**src/rtl/core/qau_pkg.sv**
```systemverilog
// shared types, constants and helper functions of the quaternion arithmetic unit
`default_nettype none
package qau_pkg;
   localparam int FRAC_BITS = 24;
   localparam int DATA_W = 32;
   localparam int OPND_W = DATA_W + 1;
   localparam int ACC_W = 2 * OPND_W + 2;
   localparam int CFG_W = 31;
   localparam int CMD_W = 3;
   localparam int LANES = 4;
   localparam int LANE_W = 2;
   localparam int LEN_W = DATA_W + 1;
   localparam int NUM_W = DATA_W + FRAC_BITS;
   localparam int SQ_RAD_W = 2 * LEN_W;
   localparam int SQ_REM_W = LEN_W + 3;
   localparam int SQ_STEPS = LEN_W;
   localparam int SQ_CNT_W = $clog2(SQ_STEPS);
   localparam int DIV_CNT_W = $clog2(NUM_W);

   localparam logic [CMD_W-1:0] CMD_MUL = 3'd0;
   localparam logic [CMD_W-1:0] CMD_ADD = 3'd1;
   localparam logic [CMD_W-1:0] CMD_SCALE = 3'd2;
   localparam logic [CMD_W-1:0] CMD_NORM = 3'd3;
   localparam logic [CMD_W-1:0] CMD_ROT = 3'd4;
   localparam logic [CMD_W-1:0] CMD_IROT = 3'd5;

   localparam logic [CFG_W-1:0] MIN_LENGTH_RESET = 31'd17;

   // 1.0 in the fixed-point format
   localparam logic signed [OPND_W-1:0] ONE_OPND = {{(OPND_W-1){1'b0}}, 1'b1} << FRAC_BITS;
   localparam logic signed [DATA_W-1:0] ONE_DATA = {{(DATA_W-1){1'b0}}, 1'b1} << FRAC_BITS;

   typedef struct packed {
      logic mul_valid;
      logic first;
      logic div_start;
      logic div_step;
   } lane_ctrl_type;

   typedef struct packed {
      logic signed [DATA_W-1:0] res;
      logic res_sat;
      logic signed [DATA_W-1:0] quo;
      logic quo_sat;
      logic [SQ_RAD_W-1:0] square;
   } lane_stat_type;

   // sign of term k of hamilton product component lane
   function automatic logic hneg(input logic [LANE_W-1:0] lane, input logic [LANE_W-1:0] k);
      logic r;
      case ({lane, k}) inside
         4'b0001, 4'b0010, 4'b0011, 4'b0111, 4'b1001, 4'b1110: r = 1'b1;
         default: r = 1'b0;
      endcase
      return r;
   endfunction

   // index of the last multiply step of a command
   function automatic logic [LANE_W-1:0] last_step(input logic [CMD_W-1:0] cmd);
      logic [LANE_W-1:0] r;
      case (cmd) inside
         CMD_MUL, CMD_ROT, CMD_IROT: r = 2'd3;
         CMD_ADD: r = 2'd1;
         default: r = 2'd0;
      endcase
      return r;
   endfunction
endpackage
`default_nettype wire

```
**src/rtl/core/qau_sqrt.sv**
```systemverilog
// iterative integer square root, two radicand bits per cycle
`default_nettype none
module qau_sqrt (
   input  logic                              clock,
   input  logic                              reset,
   input  logic                              start,
   input  logic [qau_pkg::SQ_RAD_W-1:0]      radicand,
   output logic                              done,
   output logic [qau_pkg::LEN_W-1:0]         root
);
   import qau_pkg::*;

   logic [SQ_RAD_W-1:0] rad_ff;
   logic [SQ_REM_W-1:0] rem_ff, shifted, trial;
   logic [LEN_W-1:0] root_ff;
   logic [SQ_CNT_W-1:0] cnt_ff;
   logic running_ff, done_ff;
   logic fits;

   assign shifted = {rem_ff[SQ_REM_W-3:0], rad_ff[SQ_RAD_W-1 -: 2]};
   assign trial = {1'b0, root_ff, 2'b01};
   assign fits = shifted >= trial;

   always_ff @(posedge clock) begin
      if (reset) begin
         running_ff <= 1'b0;
         done_ff <= 1'b0;
      end else if (start) begin
         running_ff <= 1'b1;
         done_ff <= 1'b0;
      end else if (running_ff) begin
         running_ff <= cnt_ff != SQ_CNT_W'(SQ_STEPS - 1);
         done_ff <= cnt_ff == SQ_CNT_W'(SQ_STEPS - 1);
      end else begin
         done_ff <= 1'b0;
      end
      if (start) begin
         rad_ff <= radicand;
         rem_ff <= '0;
         root_ff <= '0;
         cnt_ff <= '0;
      end else if (running_ff) begin
         rad_ff <= rad_ff << 2;
         rem_ff <= fits ? shifted - trial : shifted;
         root_ff <= {root_ff[LEN_W-2:0], fits};
         cnt_ff <= cnt_ff + 1'b1;
      end
   end

   assign done = done_ff;
   assign root = root_ff;
endmodule
`default_nettype wire

```
**config.mk**
```make
export PLATFORM = sky130hd
export DESIGN_NAME = qau_sqrt
export DESIGN_NICKNAME = d
export VERILOG_FILES = /design/src/rtl/core/qau_pkg.sv /design/src/rtl/core/qau_sqrt.sv
export SDC_FILE = /design/constraint.sdc
export NUM_CORES = 1
export LEC_CHECK = 0
export BUFFER_PORTS_ARGS = -buffer_cell sky130_fd_sc_hd__buf_4
export CAP_MARGIN = 20
export CELL_PAD_IN_SITES_DETAIL_PLACEMENT = 0
export CELL_PAD_IN_SITES_GLOBAL_PLACEMENT = 1
export CORE_AREA = 2 2 165 167
export DETAILED_ROUTE_END_ITERATION = 10
export DIE_AREA = 0 0 167 169
export PLACE_DENSITY = 0.55
export SLEW_MARGIN = 20
export SYNTH_ARGS = -nofsm -noshare
export SYNTH_HDL_FRONTEND = slang
export SYNTH_SLANG_ARGS = --single-unit
```
**constraint.sdc**
```tcl
create_clock -name clock -period 2.6 [get_ports clock]
set_input_delay 0 -clock clock [delete_from_list [all_inputs] [get_ports clock]]
set_output_delay 0 -clock clock [all_outputs]
set_load 0.02 [all_outputs]
```
==> metrics.md, run 1 <==
| Metric | Value |
|---|---|
| Clock network power share | `19.8%` |
| Synth area leaders | `edfxtp_1 (25%), dfxtp_1 (19%), mux2_2 (9.4%)` |
| Die W | `167 µm` |
| H-tree depth | `4` |
| Initial cell density of the core | `29.5%` |
| Status | `finished clean` |
| Total global routing overflow | `0` |
| Final Hold Viols | `0` |
| Row cnt | `60` |
| Fill count | `2546` |
| Die H | `169 µm` |
| Final setup violation count | `0` |
| Sw power | `4.97 mW` |
| Overall Global Routing Usage | `15.1%` |
| Grt met3 use | `3.04%` |
| DP HPWL | `14700 µm` |
| Hold crit path type | `primary input to flip-flop` |
| Arr. time, crit path | `2.92 ns` |
| Vias in the first global route | `6668` |
| Leak pwr | `4.81 nW` |
| First-pass detailed-route iteration total | `4` |
| Sequential-to-total area share from yosys stat | `44.6%` |
| Vias per cell | `4.76` |
| Post-Synth Adder-Cell Area | `5.93%` |
| Netlist cell types | `61` |
| IO Count | `103` |
| Share of cells above drive strength 1 | `42.3%` |
| Worst r2r dst | `rem_ff[32]$_SDFFE_PP0P_` |
| Root Buffer | `clkbuf_16` |
| Hold Slack | `0.169 ns` |
| Combinational Power Share | `57.9%` |
| Element type at the critical path start | `flip-flop` |
| Most frequent cells in the layout | `buf_4 (212), nor2_1 (88), dlygate4sd3_1 (67)` |
| Largest family of logic cells by synthesized area | `multiplexers` |
| Layout area overhead | `51.7%` |
| Seq cells post-synth | `141` |
| ANT cells | `0` |
| M1 GR Usage | `20.1%` |
| Fmax | `385 MHz` |
| Worst path required time | `2.93 ns` |
| CTS Buffer Depth | `2` |
| Setup CP Type | `flip-flop to flip-flop` |
| CTS buffer count | `17` |
| Dpl cells | `1289` |
| Final period util | `99.9%` |
| Pwr Density | `1070 nW/µm²` |
| Post-synthesis compound-gate area fraction | `14.1%` |
| Avg Inst Size Synth | `10.0 µm²` |
| GRT busiest layer | `met2` |
| Largest area contributor in the netlist | `edfxtp_1` |
| Syn. warnings | `0` |
| Placer Congestion | `0.831` |
| XOR/XNOR share of the synthesized area | `3.25%` |
| Routed len/inst | `15.3 µm` |
| Layout Skew | `0.0145 ns` |
| CTS tree | `built` |
| Final WL | `21400 µm` |
| First-pass GRT wire length | `34800 µm` |
| Mux cell area share after synthesis | `15.0%` |
| Post-synth EDFFs | `66` |
| Setup crit end kind | `flip-flop` |
| Syn nets | `886` |
| Core Box Area | `26500 µm²` |
| Clk slew on worst S/H paths | `0.07 ns` |
| Synth top area share | `25.4%` |
| DRT iter0 DRCs | `281` |
| Vias | `6688` |
| Grt met2 use | `25.1%` |
| Clk sinks | `141` |
| CP endpoint | `rem_ff[32]$_SDFFE_PP0P_` |
| Largest net degree at the start of global routing | `62` |
| Simple-gate share of the synthesized area | `12.7%` |
| Tightest Pin Transition | `0.855 ns` |
| Crit. Startpoint | `root[28]$_SDFFE_PP0P_` |
| Layout Cells excl Fill | `1405` |
| Flop2flop setup slack | `0.003 ns` |
| RSZ-0062 raised after global routing | `true` |
| Post-synthesis async set-or-reset flop share | `0%` |
| Sequence of cells on the critical path | `inv_1 -> ha_1 -> nand4_1 -> nor3_2 -> nand3_2 -> a31o_2 -> a21o_4 -> and2_4 -> or3b_1 -> a311oi_2` |
| Ys flop type | `dfxtp_1` |
| Commonest non-fill, non-tap cell in the layout | `buf_4` |
| Final min period | `2.60 ns` |
| Initial antenna violation count | `0` |
| Routed Antenna Nets | `0` |
| Slew margin rel. | `42.9%` |
| DIE AREA | `28200 µm²` |
| # DRC | `0` |
| Sequential Power Share | `22.3%` |
| Worst vdd ir | `0.507 mV` |
| Worst stage delay on the critical path | `0.37 ns` |
| Pint | `7.68 mW` |
| Cell area after synthesis | `7810 µm²` |
| Slew Limit Fails | `0` |
| PnR Total Power | `12.7 mW` |
| Clock Latency Late Sink | `0.43 ns` |
| Synth Instances | `780` |
| Port Buffers | `102` |
| Worst reg2reg startpoint | `root[28]$_SDFFE_PP0P_` |
| Critical Path Fanout Max | `6` |
| Nets | `1157` |
| Worst reg2reg path depth | `10` |
| Max-Cap Viols | `0` |
| Slowest-stage cell, CP | `or3b_1` |
| Sw frac | `39.3%` |
[logic make-up (layout without fill, tap and decap cells)]
logic type      after synthesis  count (layout)
buf+inv                      85             369
simple gates                216             216
fa+ha+maj                    37              37
compound gates              163             163
mux                         109             109
flops                       141             141
xor+xnor                     29              29
[power by group through the flow]
stage	combinational [mW]	sequential (mW)	clock (mW)
floorplan	3.66	2.79	0
global placement	5.67	2.83	0
detailed placement	5.64	2.82	0
CTS	6.45	2.80	2.60
global route	7.95	2.86	2.67
finish	7.33	2.82	2.50
[how the worst min path moves through the flow]
stage	start	end	slack, ns	cells past startpoint
floorplan	reset	running_ff$_SDFF_PP0_	0.07	1
global route	start	rem_ff[28]$_SDFFE_PP0P_	0.19	2
CTS	start	rem_ff[28]$_SDFFE_PP0P_	0.17	2
finish	start	rem_ff[28]$_SDFFE_PP0P_	0.17	2
detailed placement	reset	running_ff$_SDFF_PP0_	0.16	2
global placement	reset	running_ff$_SDFF_PP0_	0.16	2
[metrics by stage]
stage	area, µm²	utilization [%]	setup WS (ns)	setup TNS (ns)
after floorplan	7980	-	0.000817	0
after global placement	9830	37.1	-0.113	-0.304
after detailed placement	9830	37.1	-0.0968	-0.716
after CTS	11400	43.2	0.00135	0
after global routing	11900	44.7	-0.132	-1.35
final	11900	44.7	0.00253	0
[what timing repair did]
item / 4_1_cts / 5_1_grt
cloned: 1 / 2
resized for setup: 40 / 68
endpoints found under the hold margin: 68 / 0
pin swaps: 23 / 43
setup endpoints to repair: 27 / 33
hold buffers: 67 / 0
buffers inserted: 8 / 6
[flip-flops by register name (all words and copies together) (netlist names)]
signal      flops
cnt_ff          6
done            1
rad_ff         66
rem_ff         34
root           33
running_ff      1
[synthesized netlist by cell type, drive strengths merged (14+ instances only)]
master and instances:
mux2i 44, o21ai 23, dfxtp 75, nor2 89, a21oi 41, inv 48
clkbuf 21, edfxtp 66, a211oi 19, mux2 65, ha 37, nand2 55
a21o 18, buf 16, xnor2 17, nand3 14
[layout make-up]
cell class,count,area [µm²],area share (%)
multi-input combinational,554,4620,39.0
sequential,141,3550,29.9
inverter,48,180,1.52
timing repair buffer,289,2460,20.8
clock inverter,15,194,1.64
tap,341,427,3.60
clock buffer,17,425,3.59
[metal layers]
layer | up-vias | wire (µm)
li1 | 3387 | -
met1 | 3173 | 10200
met2 | 108 | 10200
met3 | 20 | 689
met4 | 0 | 318
met5 | - | 0
[critical path, delay by kind of cell (launching register included)]
kind / cells / cell delay, ns
AO/OA/AOI/OAI: 3 / 0.72
flip-flops: 1 / 0.33
buffers and inverters: 1 / 0.04
adder cells (fa/ha/maj): 1 / 0.28
AND/OR/NAND/NOR: 5 / 1.13
Note: power is estimated with default switching activity, not from simulation.
==> run 2: changes to the inputs <==
- CTS_CLUSTER_DIAMETER: default -> 50
- PLACE_DENSITY: 0.55 -> default
- PLACE_DENSITY_LB_ADDON: default -> 0.12
==> run 2 against run 1 <==
  * Worst hold slack got worse by 0.051 ns
  * Clock skew decreased by 0.0030 ns
  * Clock power decreased by 2%
  * Core utilization decreased by 1.0 points
  * Cell count increased by 0.64%
  * Sequential power about the same
  * Via count increased by 1.2%
  * Wire length decreased by 0.27%
  * Setup slack improved by 0.024 ns
  * Critical path type unchanged
==> metrics.md, run 2 (synthesis results as in run 1) <==
| Metric | Value |
|---|---|
| Status | `finished clean` |
| Placer Congestion | `0.820` |
| Clk slew on worst S/H paths | `0.07 ns` |
| Leak pwr | `4.78 nW` |
| Clk sinks | `141` |
| Biggest register | `rad_ff` |
| Final Hold Viols | `0` |
| WP buf/inv | `2` |
| Final WL | `21400 µm` |
| # DRC | `0` |
| Worst vdd ir | `0.463 mV` |
| Fmax | `389 MHz` |
| RSZ-0062 raised after global routing | `true` |
| Overall Global Routing Usage | `15.3%` |
| Nets | `1166` |
| Slew Limit Fails | `0` |
| Die H | `169 µm` |
| Most frequent cells in the layout | `buf_4 (223), nor2_1 (88), dlygate4sd3_1 (67)` |
| CTS tree | `built` |
| Grt met3 use | `2.71%` |
| Final Util | `43.7%` |
| CTS buffer count | `17` |
| Element type at the critical path start | `flip-flop` |
| Die W | `167 µm` |
| Setup crit end kind | `flip-flop` |
| Setup CP Type | `flip-flop to flip-flop` |
| Root Buffer | `clkbuf_16` |
| Vias per cell | `4.79` |
| Initial antenna violation count | `0` |
| Share of cells above drive strength 1 | `39.4%` |
| First-pass GRT wire length | `35200 µm` |
| H-tree depth | `4` |
| Hold crit path type | `primary input to flip-flop` |
| Crit. Startpoint | `root[2]$_SDFFE_PP0P_` |
| Pwr Density | `1010 nW/µm²` |
| GRT busiest layer | `met2` |
| Final period util | `99.0%` |
| Commonest non-fill, non-tap cell in the layout | `buf_4` |
| Initial cell density of the core | `29.5%` |
| Vias | `6770` |
| Routed Antenna Nets | `0` |
| Largest net degree at the start of global routing | `67` |
| Final setup violation count | `0` |
| ANT cells | `0` |
| Layout Skew | `0.0115 ns` |
| Layout area overhead | `48.3%` |
| DP HPWL | `15000 µm` |
| Total global routing overflow | `0` |
| Post-route cell area | `11600 µm²` |
| Worst reg2reg startpoint | `root[2]$_SDFFE_PP0P_` |
| Slowest-stage cell, CP | `or3b_1` |
| M1 GR Usage | `19.9%` |
| IO Count | `103` |
| CP top delay family | `simple AND/OR/NAND/NOR gates` |
| Port Buffers | `102` |
| Worst path required time | `2.92 ns` |
| Max reg flops | `66` |
| Min-delay src | `start` |
| Final min period | `2.57 ns` |
| Slew margin rel. | `43.2%` |
| Worst stage delay on the critical path | `0.36 ns` |
| CTS Buffer Depth | `2` |
| Tightest Pin Transition | `0.849 ns` |
| Vias in the first global route | `7020` |
| Grt met2 use | `26.2%` |
| Max-Cap Viols | `0` |
| DIE AREA | `28200 µm²` |
| Area after DPL | `9950 µm²` |
| Core Box Area | `26500 µm²` |
| Arr. time, crit path | `2.89 ns` |
| Sequence of cells on the critical path | `inv_1 -> ha_4 -> nand2_1 -> buf_4 -> nor4_4 -> nand3_2 -> a31o_2 -> a21o_4 -> and2_4 -> or3b_1 -> a311oi_1` |
| Routed len/inst | `15.1 µm` |
| Row cnt | `60` |
| First-pass detailed-route iteration total | `4` |
| DRT iter0 DRCs | `195` |
| Critical Path Fanout Max | `5` |
| Clock Latency Late Sink | `0.43 ns` |
## run 2: changes by cell type in the layout (fill, tap and decap cells not counted), sizes merged
cell	before	now
clkinv	10	5
clkbuf	19	18
inv	53	56
clkinvlp	0	1
buf	220	231
## run 2: power by group
group / switching (mW) / internal [mW]
sequential: 0.179 / 2.61
clock: 1.15 / 1.30
combinational: 3.22 / 3.21
## run 2: per-stage QoR
| step | setup slack [ns] | power (mW) | hold slack (ns) | TNS (ns) | std cells |
|---|---|---|---|---|---|
| after detailed placement | -0.177 | 8.55 | 0.166 | -1.17 | 1307 |
| after global placement | -0.0473 | 8.57 | 0.161 | -0.121 | 1307 |
| after CTS | -0.0812 | 11.4 | 0.109 | -0.0822 | 1408 |
| after global routing | -0.0830 | 12.5 | 0.177 | -0.219 | 1414 |
| final | 0.0267 | 11.7 | 0.118 | 0 | 1414 |
| after floorplan | 0.000817 | 6.45 | 0.0724 | 0 | 780 |
## run 2: metal layers
| layer | vias up | share of wire (%) |
|---|---|---|
| met5 | - | 0 |
| li1 | 3399 | - |
| met3 | 10 | 3.4 |
| met4 | 0 | 0.97 |
| met2 | 124 | 48 |
| met1 | 3237 | 47 |
## run 2: repair_timing
| action | CTS | global route |
|---|---|---|
| hold buffers | 67 | 0 |
| hold endpoints to repair | 68 | 0 |
| gates resized for setup | 26 | 36 |
| cloned | 0 | 0 |
| buffers inserted | 2 | 6 |
| endpoints found under the setup margin | 31 | 33 |
| pin swaps | 21 | 21 |
## run 2: worst min-delay path, stage by stage
cell	delay (ns)
buf_4	0.26
a21oi_1	0.18
nor2_1	0.05
## run 2: path summary, 6_finish.rpt
| path | to | slack [ns] | cells past startpoint |
|---|---|---|---|
| max | rem_ff[32]$_SDFFE_PP0P_ | 0.03 | 11 |
| min | running_ff$_SDFF_PP0_ | 0.12 | 3 |
| max reg2reg | rem_ff[32]$_SDFFE_PP0P_ | 0.03 | 11 |
| min reg2reg | rem_ff[15]$_SDFFE_PP0P_ | 0.50 | 2 |
## run 2: layout make-up
type	count	area [µm²]
multi-input combinational	554	4390
sequential	141	3550
timing repair buffer	298	2460
clock inverter	14	144
fill	2593	14900
inverter	48	180
clock buffer	18	439
tap	341	427
